## src/hw/rtl/rhrb_pkg.sv

```systemverilog
// Package for the RGB hue range builder.
// Types, codes and constants shared by the front, divider and back stages.
// No dependencies.
package rhrb_pkg;

    localparam int unsigned DIV_STAGES = 5;          // quotient bits, |q| <= 30

    localparam logic [7:0] HUE_TOP    = 8'd179;
    localparam logic [7:0] HUE_FULL   = 8'd180;
    localparam logic [7:0] GREEN_BASE = 8'd60;
    localparam logic [7:0] BLUE_BASE  = 8'd120;
    localparam logic [6:0] MARGIN_RESET = 7'd10;

    // which component is the maximum (grey when all are equal)
    typedef enum logic [1:0] {
        SECT_GREY,
        SECT_RED,
        SECT_GREEN,
        SECT_BLUE
    } sect_t;

    // item moving through the divider chain
    typedef struct packed {
        sect_t       sect;
        logic        neg;     // numerator sign
        logic [12:0] rem;     // partial remainder, starts at 30*|n|
        logic [11:0] dsh;     // divisor shifted to the current quotient bit
        logic [4:0]  quo;     // quotient bits so far
    } div_t;

    // finished result item
    typedef struct packed {
        logic [7:0] hue;
        logic [7:0] first_low;
        logic [7:0] first_high;
        logic       second_valid;
        logic [7:0] second_low;
        logic [7:0] second_high;
    } result_t;

endpackage

```

## src/hw/rtl/rhrb_front.sv

```systemverilog
// Front of the hue pipeline: max/min search, sextant choice, numerator scaling.
// Two register stages. Depends on rhrb_pkg.
module rhrb_front (
    input  logic            aclk,
    input  logic            aresetn,
    input  logic            in_valid,
    output logic            in_ready,
    input  logic [7:0]      red,
    input  logic [7:0]      green,
    input  logic [7:0]      blue,
    output logic            out_valid,
    input  logic            out_ready,
    output rhrb_pkg::div_t  out_data
);
    import rhrb_pkg::*;

    // stage A
    logic       a_valid_reg;
    sect_t      a_sect_reg, a_sect_next;
    logic       a_neg_reg, a_neg_next;
    logic [7:0] a_abs_reg, a_abs_next;
    logic [7:0] a_d_reg, a_d_next;
    logic       a_ready;

    // stage B
    logic       b_valid_reg;
    div_t       b_data_reg, b_data_next;
    logic       b_ready;

    logic [7:0] mx, mn;
    logic [8:0] diff;

    always_comb begin
        mx = red;
        mn = red;
        if (green > mx) mx = green;
        if (blue > mx) mx = blue;
        if (green < mn) mn = green;
        if (blue < mn) mn = blue;
        a_d_next = mx - mn;
        if (a_d_next == 8'd0) begin
            a_sect_next = SECT_GREY;
            diff        = 9'd0;
        end else if (mx == red) begin
            a_sect_next = SECT_RED;
            diff        = {1'b0, green} - {1'b0, blue};
        end else if (mx == green) begin
            a_sect_next = SECT_GREEN;
            diff        = {1'b0, blue} - {1'b0, red};
        end else begin
            a_sect_next = SECT_BLUE;
            diff        = {1'b0, red} - {1'b0, green};
        end
        a_neg_next = diff[8];
        a_abs_next = a_neg_next ? 8'(-diff) : diff[7:0];
    end

    // 30*|n| = 32*|n| - 2*|n|
    always_comb begin
        b_data_next.sect = a_sect_reg;
        b_data_next.neg  = a_neg_reg;
        b_data_next.rem  = {a_abs_reg, 5'd0} - {4'd0, a_abs_reg, 1'b0};
        b_data_next.dsh  = {a_d_reg, 4'd0};
        b_data_next.quo  = 5'd0;
    end

    assign b_ready  = !b_valid_reg || out_ready;
    assign a_ready  = !a_valid_reg || b_ready;
    assign in_ready = a_ready;

    always_ff @(posedge aclk) begin
        if (!aresetn) begin
            a_valid_reg <= 1'b0;
            b_valid_reg <= 1'b0;
        end else begin
            if (a_ready) a_valid_reg <= in_valid;
            if (b_ready) b_valid_reg <= a_valid_reg;
        end
    end

    always_ff @(posedge aclk) begin
        if (a_ready && in_valid) begin
            a_sect_reg <= a_sect_next;
            a_neg_reg  <= a_neg_next;
            a_abs_reg  <= a_abs_next;
            a_d_reg    <= a_d_next;
        end
        if (b_ready && a_valid_reg) begin
            b_data_reg <= b_data_next;
        end
    end

    assign out_valid = b_valid_reg;
    assign out_data  = b_data_reg;

endmodule

```

## src/hw/rtl/rhrb_div_stage.sv

```systemverilog
// One restoring-division step: resolves one quotient bit per register stage.
// Depends on rhrb_pkg.
module rhrb_div_stage (
    input  logic            aclk,
    input  logic            aresetn,
    input  logic            in_valid,
    output logic            in_ready,
    input  rhrb_pkg::div_t  in_data,
    output logic            out_valid,
    input  logic            out_ready,
    output rhrb_pkg::div_t  out_data
);
    import rhrb_pkg::*;

    logic valid_reg;
    div_t data_reg, data_next;
    logic ge;

    always_comb begin
        ge             = in_data.rem >= {1'b0, in_data.dsh};
        data_next      = in_data;
        data_next.rem  = ge ? (in_data.rem - {1'b0, in_data.dsh}) : in_data.rem;
        data_next.quo  = {in_data.quo[3:0], ge};
        data_next.dsh  = {1'b0, in_data.dsh[11:1]};
    end

    assign in_ready = !valid_reg || out_ready;

    always_ff @(posedge aclk) begin
        if (!aresetn) begin
            valid_reg <= 1'b0;
        end else if (in_ready) begin
            valid_reg <= in_valid;
        end
    end

    always_ff @(posedge aclk) begin
        if (in_ready && in_valid) begin
            data_reg <= data_next;
        end
    end

    assign out_valid = valid_reg;
    assign out_data  = data_reg;

endmodule

```

## src/hw/rtl/rhrb_back.sv

```systemverilog
// Back of the hue pipeline: floor correction, sextant offset, hue windows.
// Two register stages, the last one is the output register. Depends on rhrb_pkg.
module rhrb_back (
    input  logic              aclk,
    input  logic              aresetn,
    input  logic              in_valid,
    output logic              in_ready,
    input  rhrb_pkg::div_t    in_data,
    input  logic [6:0]        hue_margin,
    output logic              out_valid,
    input  logic              out_ready,
    output rhrb_pkg::result_t out_data
);
    import rhrb_pkg::*;

    // stage C: hue
    logic       c_valid_reg;
    logic [7:0] c_hue_reg, c_hue_next;
    logic       c_ready;

    // stage D: windows
    logic       d_valid_reg;
    result_t    d_data_reg, d_data_next;
    logic       d_ready;

    logic       corr;
    logic [5:0] mag;
    logic [7:0] mag8;

    always_comb begin
        // negative quotients round toward minus infinity
        corr = in_data.neg && (in_data.rem != 13'd0);
        mag  = {1'b0, in_data.quo} + {5'd0, corr};
        mag8 = {2'd0, mag};
        case (in_data.sect)
            SECT_GREY:  c_hue_next = 8'd0;
            SECT_RED:   c_hue_next = (in_data.neg && mag != 6'd0) ? (HUE_FULL - mag8) : mag8;
            SECT_GREEN: c_hue_next = in_data.neg ? (GREEN_BASE - mag8) : (GREEN_BASE + mag8);
            SECT_BLUE:  c_hue_next = in_data.neg ? (BLUE_BASE - mag8) : (BLUE_BASE + mag8);
            default:    c_hue_next = 8'd0;
        endcase
    end

    logic [8:0] h9, m9, sum9, top9;
    logic       below, over;

    always_comb begin
        h9    = {1'b0, c_hue_reg};
        m9    = {2'd0, hue_margin};
        top9  = {1'b0, HUE_TOP};
        sum9  = h9 + m9;
        below = h9 < m9;
        over  = sum9 > top9;

        d_data_next.hue        = c_hue_reg;
        d_data_next.first_low  = below ? 8'd0 : 8'(h9 - m9);
        d_data_next.first_high = over ? HUE_TOP : sum9[7:0];
        if (below) begin
            d_data_next.second_valid = 1'b1;
            d_data_next.second_low   = 8'(top9 + h9 - m9);
            d_data_next.second_high  = HUE_TOP;
        end else if (over) begin
            d_data_next.second_valid = 1'b1;
            d_data_next.second_low   = 8'd0;
            d_data_next.second_high  = 8'(sum9 - top9);
        end else begin
            d_data_next.second_valid = 1'b0;
            d_data_next.second_low   = 8'd0;
            d_data_next.second_high  = 8'd0;
        end
    end

    assign d_ready  = !d_valid_reg || out_ready;
    assign c_ready  = !c_valid_reg || d_ready;
    assign in_ready = c_ready;

    always_ff @(posedge aclk) begin
        if (!aresetn) begin
            c_valid_reg <= 1'b0;
            d_valid_reg <= 1'b0;
        end else begin
            if (c_ready) c_valid_reg <= in_valid;
            if (d_ready) d_valid_reg <= c_valid_reg;
        end
    end

    always_ff @(posedge aclk) begin
        if (c_ready && in_valid) begin
            c_hue_reg <= c_hue_next;
        end
        if (d_ready && c_valid_reg) begin
            d_data_reg <= d_data_next;
        end
    end

    assign out_valid = d_valid_reg;
    assign out_data  = d_data_reg;

endmodule

```

## src/hw/rtl/rgb_hue_range_builder_unit.sv

```systemverilog
// RGB hue range builder, top level: 0..179 hue of an RGB item plus hue windows.
// Nine register stages; throughput one item per cycle while m_ready is high.
// Most of the depth is the 5-step divider chain (one quotient bit per stage).
// aresetn (sync, active low) empties the pipeline and sets hue_margin to 10.
// Depends on rhrb_pkg, rhrb_front, rhrb_div_stage, rhrb_back.
module rgb_hue_range_builder_unit (
    input  logic       aclk,
    input  logic       aresetn,
    // configuration: hue_margin
    input  logic       cfg_we,
    input  logic [6:0] cfg_wdata,
    // input items
    input  logic       s_valid,
    output logic       s_ready,
    input  logic [7:0] s_red,
    input  logic [7:0] s_green,
    input  logic [7:0] s_blue,
    // result items
    output logic       m_valid,
    input  logic       m_ready,
    output logic [7:0] m_hue,
    output logic [7:0] m_first_low,
    output logic [7:0] m_first_high,
    output logic       m_second_valid,
    output logic [7:0] m_second_low,
    output logic [7:0] m_second_high
);
    import rhrb_pkg::*;

    // Pipeline map:
    //   front  : 2 stages (max/min + sextant, then numerator 30*|n|)
    //   divider: DIV_STAGES stages, restoring division, MSB first
    //   back   : 2 stages (floor fix + sextant offset, then windows)
    // Each stage holds its own valid bit and accepts when empty or when
    // the next stage takes its item, so bubbles collapse under stall.

    logic [6:0] hue_margin_reg;

    always_ff @(posedge aclk) begin
        if (!aresetn) begin
            hue_margin_reg <= MARGIN_RESET;
        end else if (cfg_we) begin
            hue_margin_reg <= cfg_wdata;
        end
    end

    // divider chain links: index 0 is the front output, DIV_STAGES the last
    logic  div_valid [DIV_STAGES+1];
    logic  div_ready [DIV_STAGES+1];
    div_t  div_data  [DIV_STAGES+1];

    result_t res;

    rhrb_front u_front (
        .aclk      (aclk),
        .aresetn   (aresetn),
        .in_valid  (s_valid),
        .in_ready  (s_ready),
        .red       (s_red),
        .green     (s_green),
        .blue      (s_blue),
        .out_valid (div_valid[0]),
        .out_ready (div_ready[0]),
        .out_data  (div_data[0])
    );

    for (genvar i = 0; i < DIV_STAGES; i++) begin : g_div
        rhrb_div_stage u_div (
            .aclk      (aclk),
            .aresetn   (aresetn),
            .in_valid  (div_valid[i]),
            .in_ready  (div_ready[i]),
            .in_data   (div_data[i]),
            .out_valid (div_valid[i+1]),
            .out_ready (div_ready[i+1]),
            .out_data  (div_data[i+1])
        );
    end

    // user must change margin only while idle (block won't enforce); read live
    rhrb_back u_back (
        .aclk       (aclk),
        .aresetn    (aresetn),
        .in_valid   (div_valid[DIV_STAGES]),
        .in_ready   (div_ready[DIV_STAGES]),
        .in_data    (div_data[DIV_STAGES]),
        .hue_margin (hue_margin_reg),
        .out_valid  (m_valid),
        .out_ready  (m_ready),
        .out_data   (res)
    );

    assign m_hue          = res.hue;
    assign m_first_low    = res.first_low;
    assign m_first_high   = res.first_high;
    assign m_second_valid = res.second_valid;
    assign m_second_low   = res.second_low;
    assign m_second_high  = res.second_high;

endmodule
```

## config.mk

```make
export PLATFORM = sky130hd
export DESIGN_NAME = rgb_hue_range_builder_unit
export DESIGN_NICKNAME = d
export VERILOG_FILES = /design/src/hw/rtl/rhrb_pkg.sv /design/src/hw/rtl/rhrb_front.sv /design/src/hw/rtl/rhrb_div_stage.sv /design/src/hw/rtl/rhrb_back.sv /design/src/hw/rtl/rgb_hue_range_builder_unit.sv
export SDC_FILE = /design/constraint.sdc
export NUM_CORES = 1
export LEC_CHECK = 0
export CAP_MARGIN = 40
export CORE_MARGIN = 2
export CORE_UTILIZATION = 64
export DETAILED_ROUTE_END_ITERATION = 8
export DONT_BUFFER_PORTS = 1
export PLACE_DENSITY = 0.8
export SYNTH_ARGS = -nofsm -noshare
export SYNTH_HDL_FRONTEND = slang
export SYNTH_HIERARCHICAL = 1
export SYNTH_SLANG_ARGS = --single-unit
```

## constraint.sdc

```tcl
create_clock -name aclk -period 22.3 [get_ports aclk]
set_input_delay 4.46 -clock aclk [delete_from_list [all_inputs] [get_ports aclk]]
set_output_delay 4.46 -clock aclk [all_outputs]
set_load 0.005 [all_outputs]
```

==> flow_summary.ini <==
[finish]
area_growth_pct = 7.261
layout-drive-gt1-share_pct = 9.472
register_area_um2 = 7227
multiInputGateArea_um2 = 9166
antennaDiodeCount = 0
largest_reg_flops = 139
nFillCells = 1894
final_cell_count_no_fill = 2003
final_cell_mix = 230 x edfxtp_1, 156 x inv_1, 147 x nor2_1
final_nets = 1843
final_common_cell = edfxtp_1

[status]
status = complete, no violations

[logic_synthesis]
yosysWarningCount = 6
synth_area_per_cell_um2 = 10.48
syn_inst = 1639
syn_area_um2 = 17180

[critical_path]
critPathTopFamily = compound AO/OA/AOI/OAI gates
required_ns = 22.58
slowest_stage = nor2_1
worstSetupEndpointType = flop
path_class = in -> reg
slowest_delay_ns = 0.62
path_buf_inv = 1
startpoint_type = input pin
path_max_fanout = 15
worstPathArrival_ns = 11.39

[clocking]
ctsLongestPathBuffers = 3
cts_setup_buffers = 0
clk_latency_ns = 0.54
cts_tree = built
hold_buffers = 0
cts_sinks = 246
cts_buffers = 26
cts-resized-gates = 0
cts_root_buf = clkbuf_16
clkTransAtPathRegs_ns = 0.06
htreeDepth = 1

[power_and_ir_drop]
seqPwrFrac_pct = 40.7
netSwitchingFraction_pct = 29.51
peakVddDrop_v = 0.00008083
clock_power_share_pct = 30.6
power.switching_uw = 419.7
power_mw = 1.422
internal-power_mw = 1.002
p_per_area_nw_per_um2 = 77.17
leakagePower_nw = 7.353
combinationalPowerShare_pct = 28.7

[die]
core-area_um2 = 26210
die_y_um = 167.8
start_util_pct = 65.56
std_cell_rows = 59
die_w_um = 167.8
die_area_um2 = 28170
ioPinCount = 79

[timing]
slew_violations = 0
setup_viol = 0
period_needed_ns = 11.11
fin_setup_tns_ns = 0
worst_pin_slew_ns = 0.9538
skew_ns = 0.01559
hold_viol = 0
maxSlewHeadroom_pct = 35.58
period_share_pct = 49.81
rsz0062_at_grt = no
max_clock_freq_mhz = 90.04

[placed_design]
dp_hpwl_mm = 27.59
place_inst = 1955
gp_congestion = 0.9495
port-buffer-count = 0

[detailed_routing]
post_drt_via_cell_ratio = 6.146
via_count = 12310
wirelength_mm = 36.13
dr.pass1.iters = 7
wl_per_cell_um = 18.04
ant_nets = 0
drc = 0
drt_iter0_drc = 937

[global_routing]
grt_pass1_wl_mm = 59.05
grt_use_total_pct = 25.64
grt_pass1_vias = 12030
grt_max_degree = 32
grt_antenna_before_repair = 0
gr-total-overflow = 0

[hold_path]
hp-class = reg -> reg

[flow_run]
drv_cap = 0
-- per-layer routing --
layer | vias up | global-route usage, % | part of all wire (%)
li1 | 5972 | - | -
met1 | 5889 | 34.78 | 44
met2 | 375 | 43.50 | 48
met3 | 75 | 2.938 | 5.2
met4 | 0 | 8.091 | 2.8
met5 | - | 0 | 0
-- power by group through the flow --
stage                     combinational, mW  clock (mW)  sequential (mW)
final                                 0.408       0.436            0.578
after global routing                  0.451       0.464            0.581
after CTS                             0.402       0.444            0.579
after detailed placement              0.399           0            0.588
after global placement                0.388           0            0.587
after floorplan                       0.327           0            0.578
-- path summary, 6_finish.rpt --
path / startpoint / to / slack (ns) / depth (start not counted)
min reg2reg: g_div[2].u_div/out_data[30]$_DFFE_PP_ / g_div[3].u_div/out_data[30]$_DFFE_PP_ / 0.42 / 0
min: g_div[2].u_div/out_data[30]$_DFFE_PP_ / g_div[3].u_div/out_data[30]$_DFFE_PP_ / 0.42 / 0
max: s_green[2] / u_front/a_abs_reg[4]$_DFFE_PP_ / 11.19 / 29
max reg2reg: g_div[4].u_div/out_data[30]$_DFFE_PP_ / u_back/c_hue_reg[4]$_DFFE_PP_ / 18.26 / 12
-- through the flow --
stage	utilization [%]	setup slack (ns)	area, µm²	hold slack [ns]
CTS	70.32	11.35	18430	0.4190
finish	70.32	11.19	18430	0.4172
floorplan	-	11.82	17200	0.4003
detailed placement	66.93	10.82	17540	0.4045
global placement	66.74	11.03	17490	0.4025
global route	70.32	10.52	18430	0.4249
-- cell type report --
type / count / area share, %
inverters: 165 / 3.429
repair buffers: 9 / 0.5160
multi-input cells: 1200 / 49.74
clock inverters: 18 / 1.039
well taps: 335 / 2.275
flip-flops and latches: 246 / 39.22
clock buffers: 30 / 3.782
Note: power is estimated with default switching activity, not from simulation.
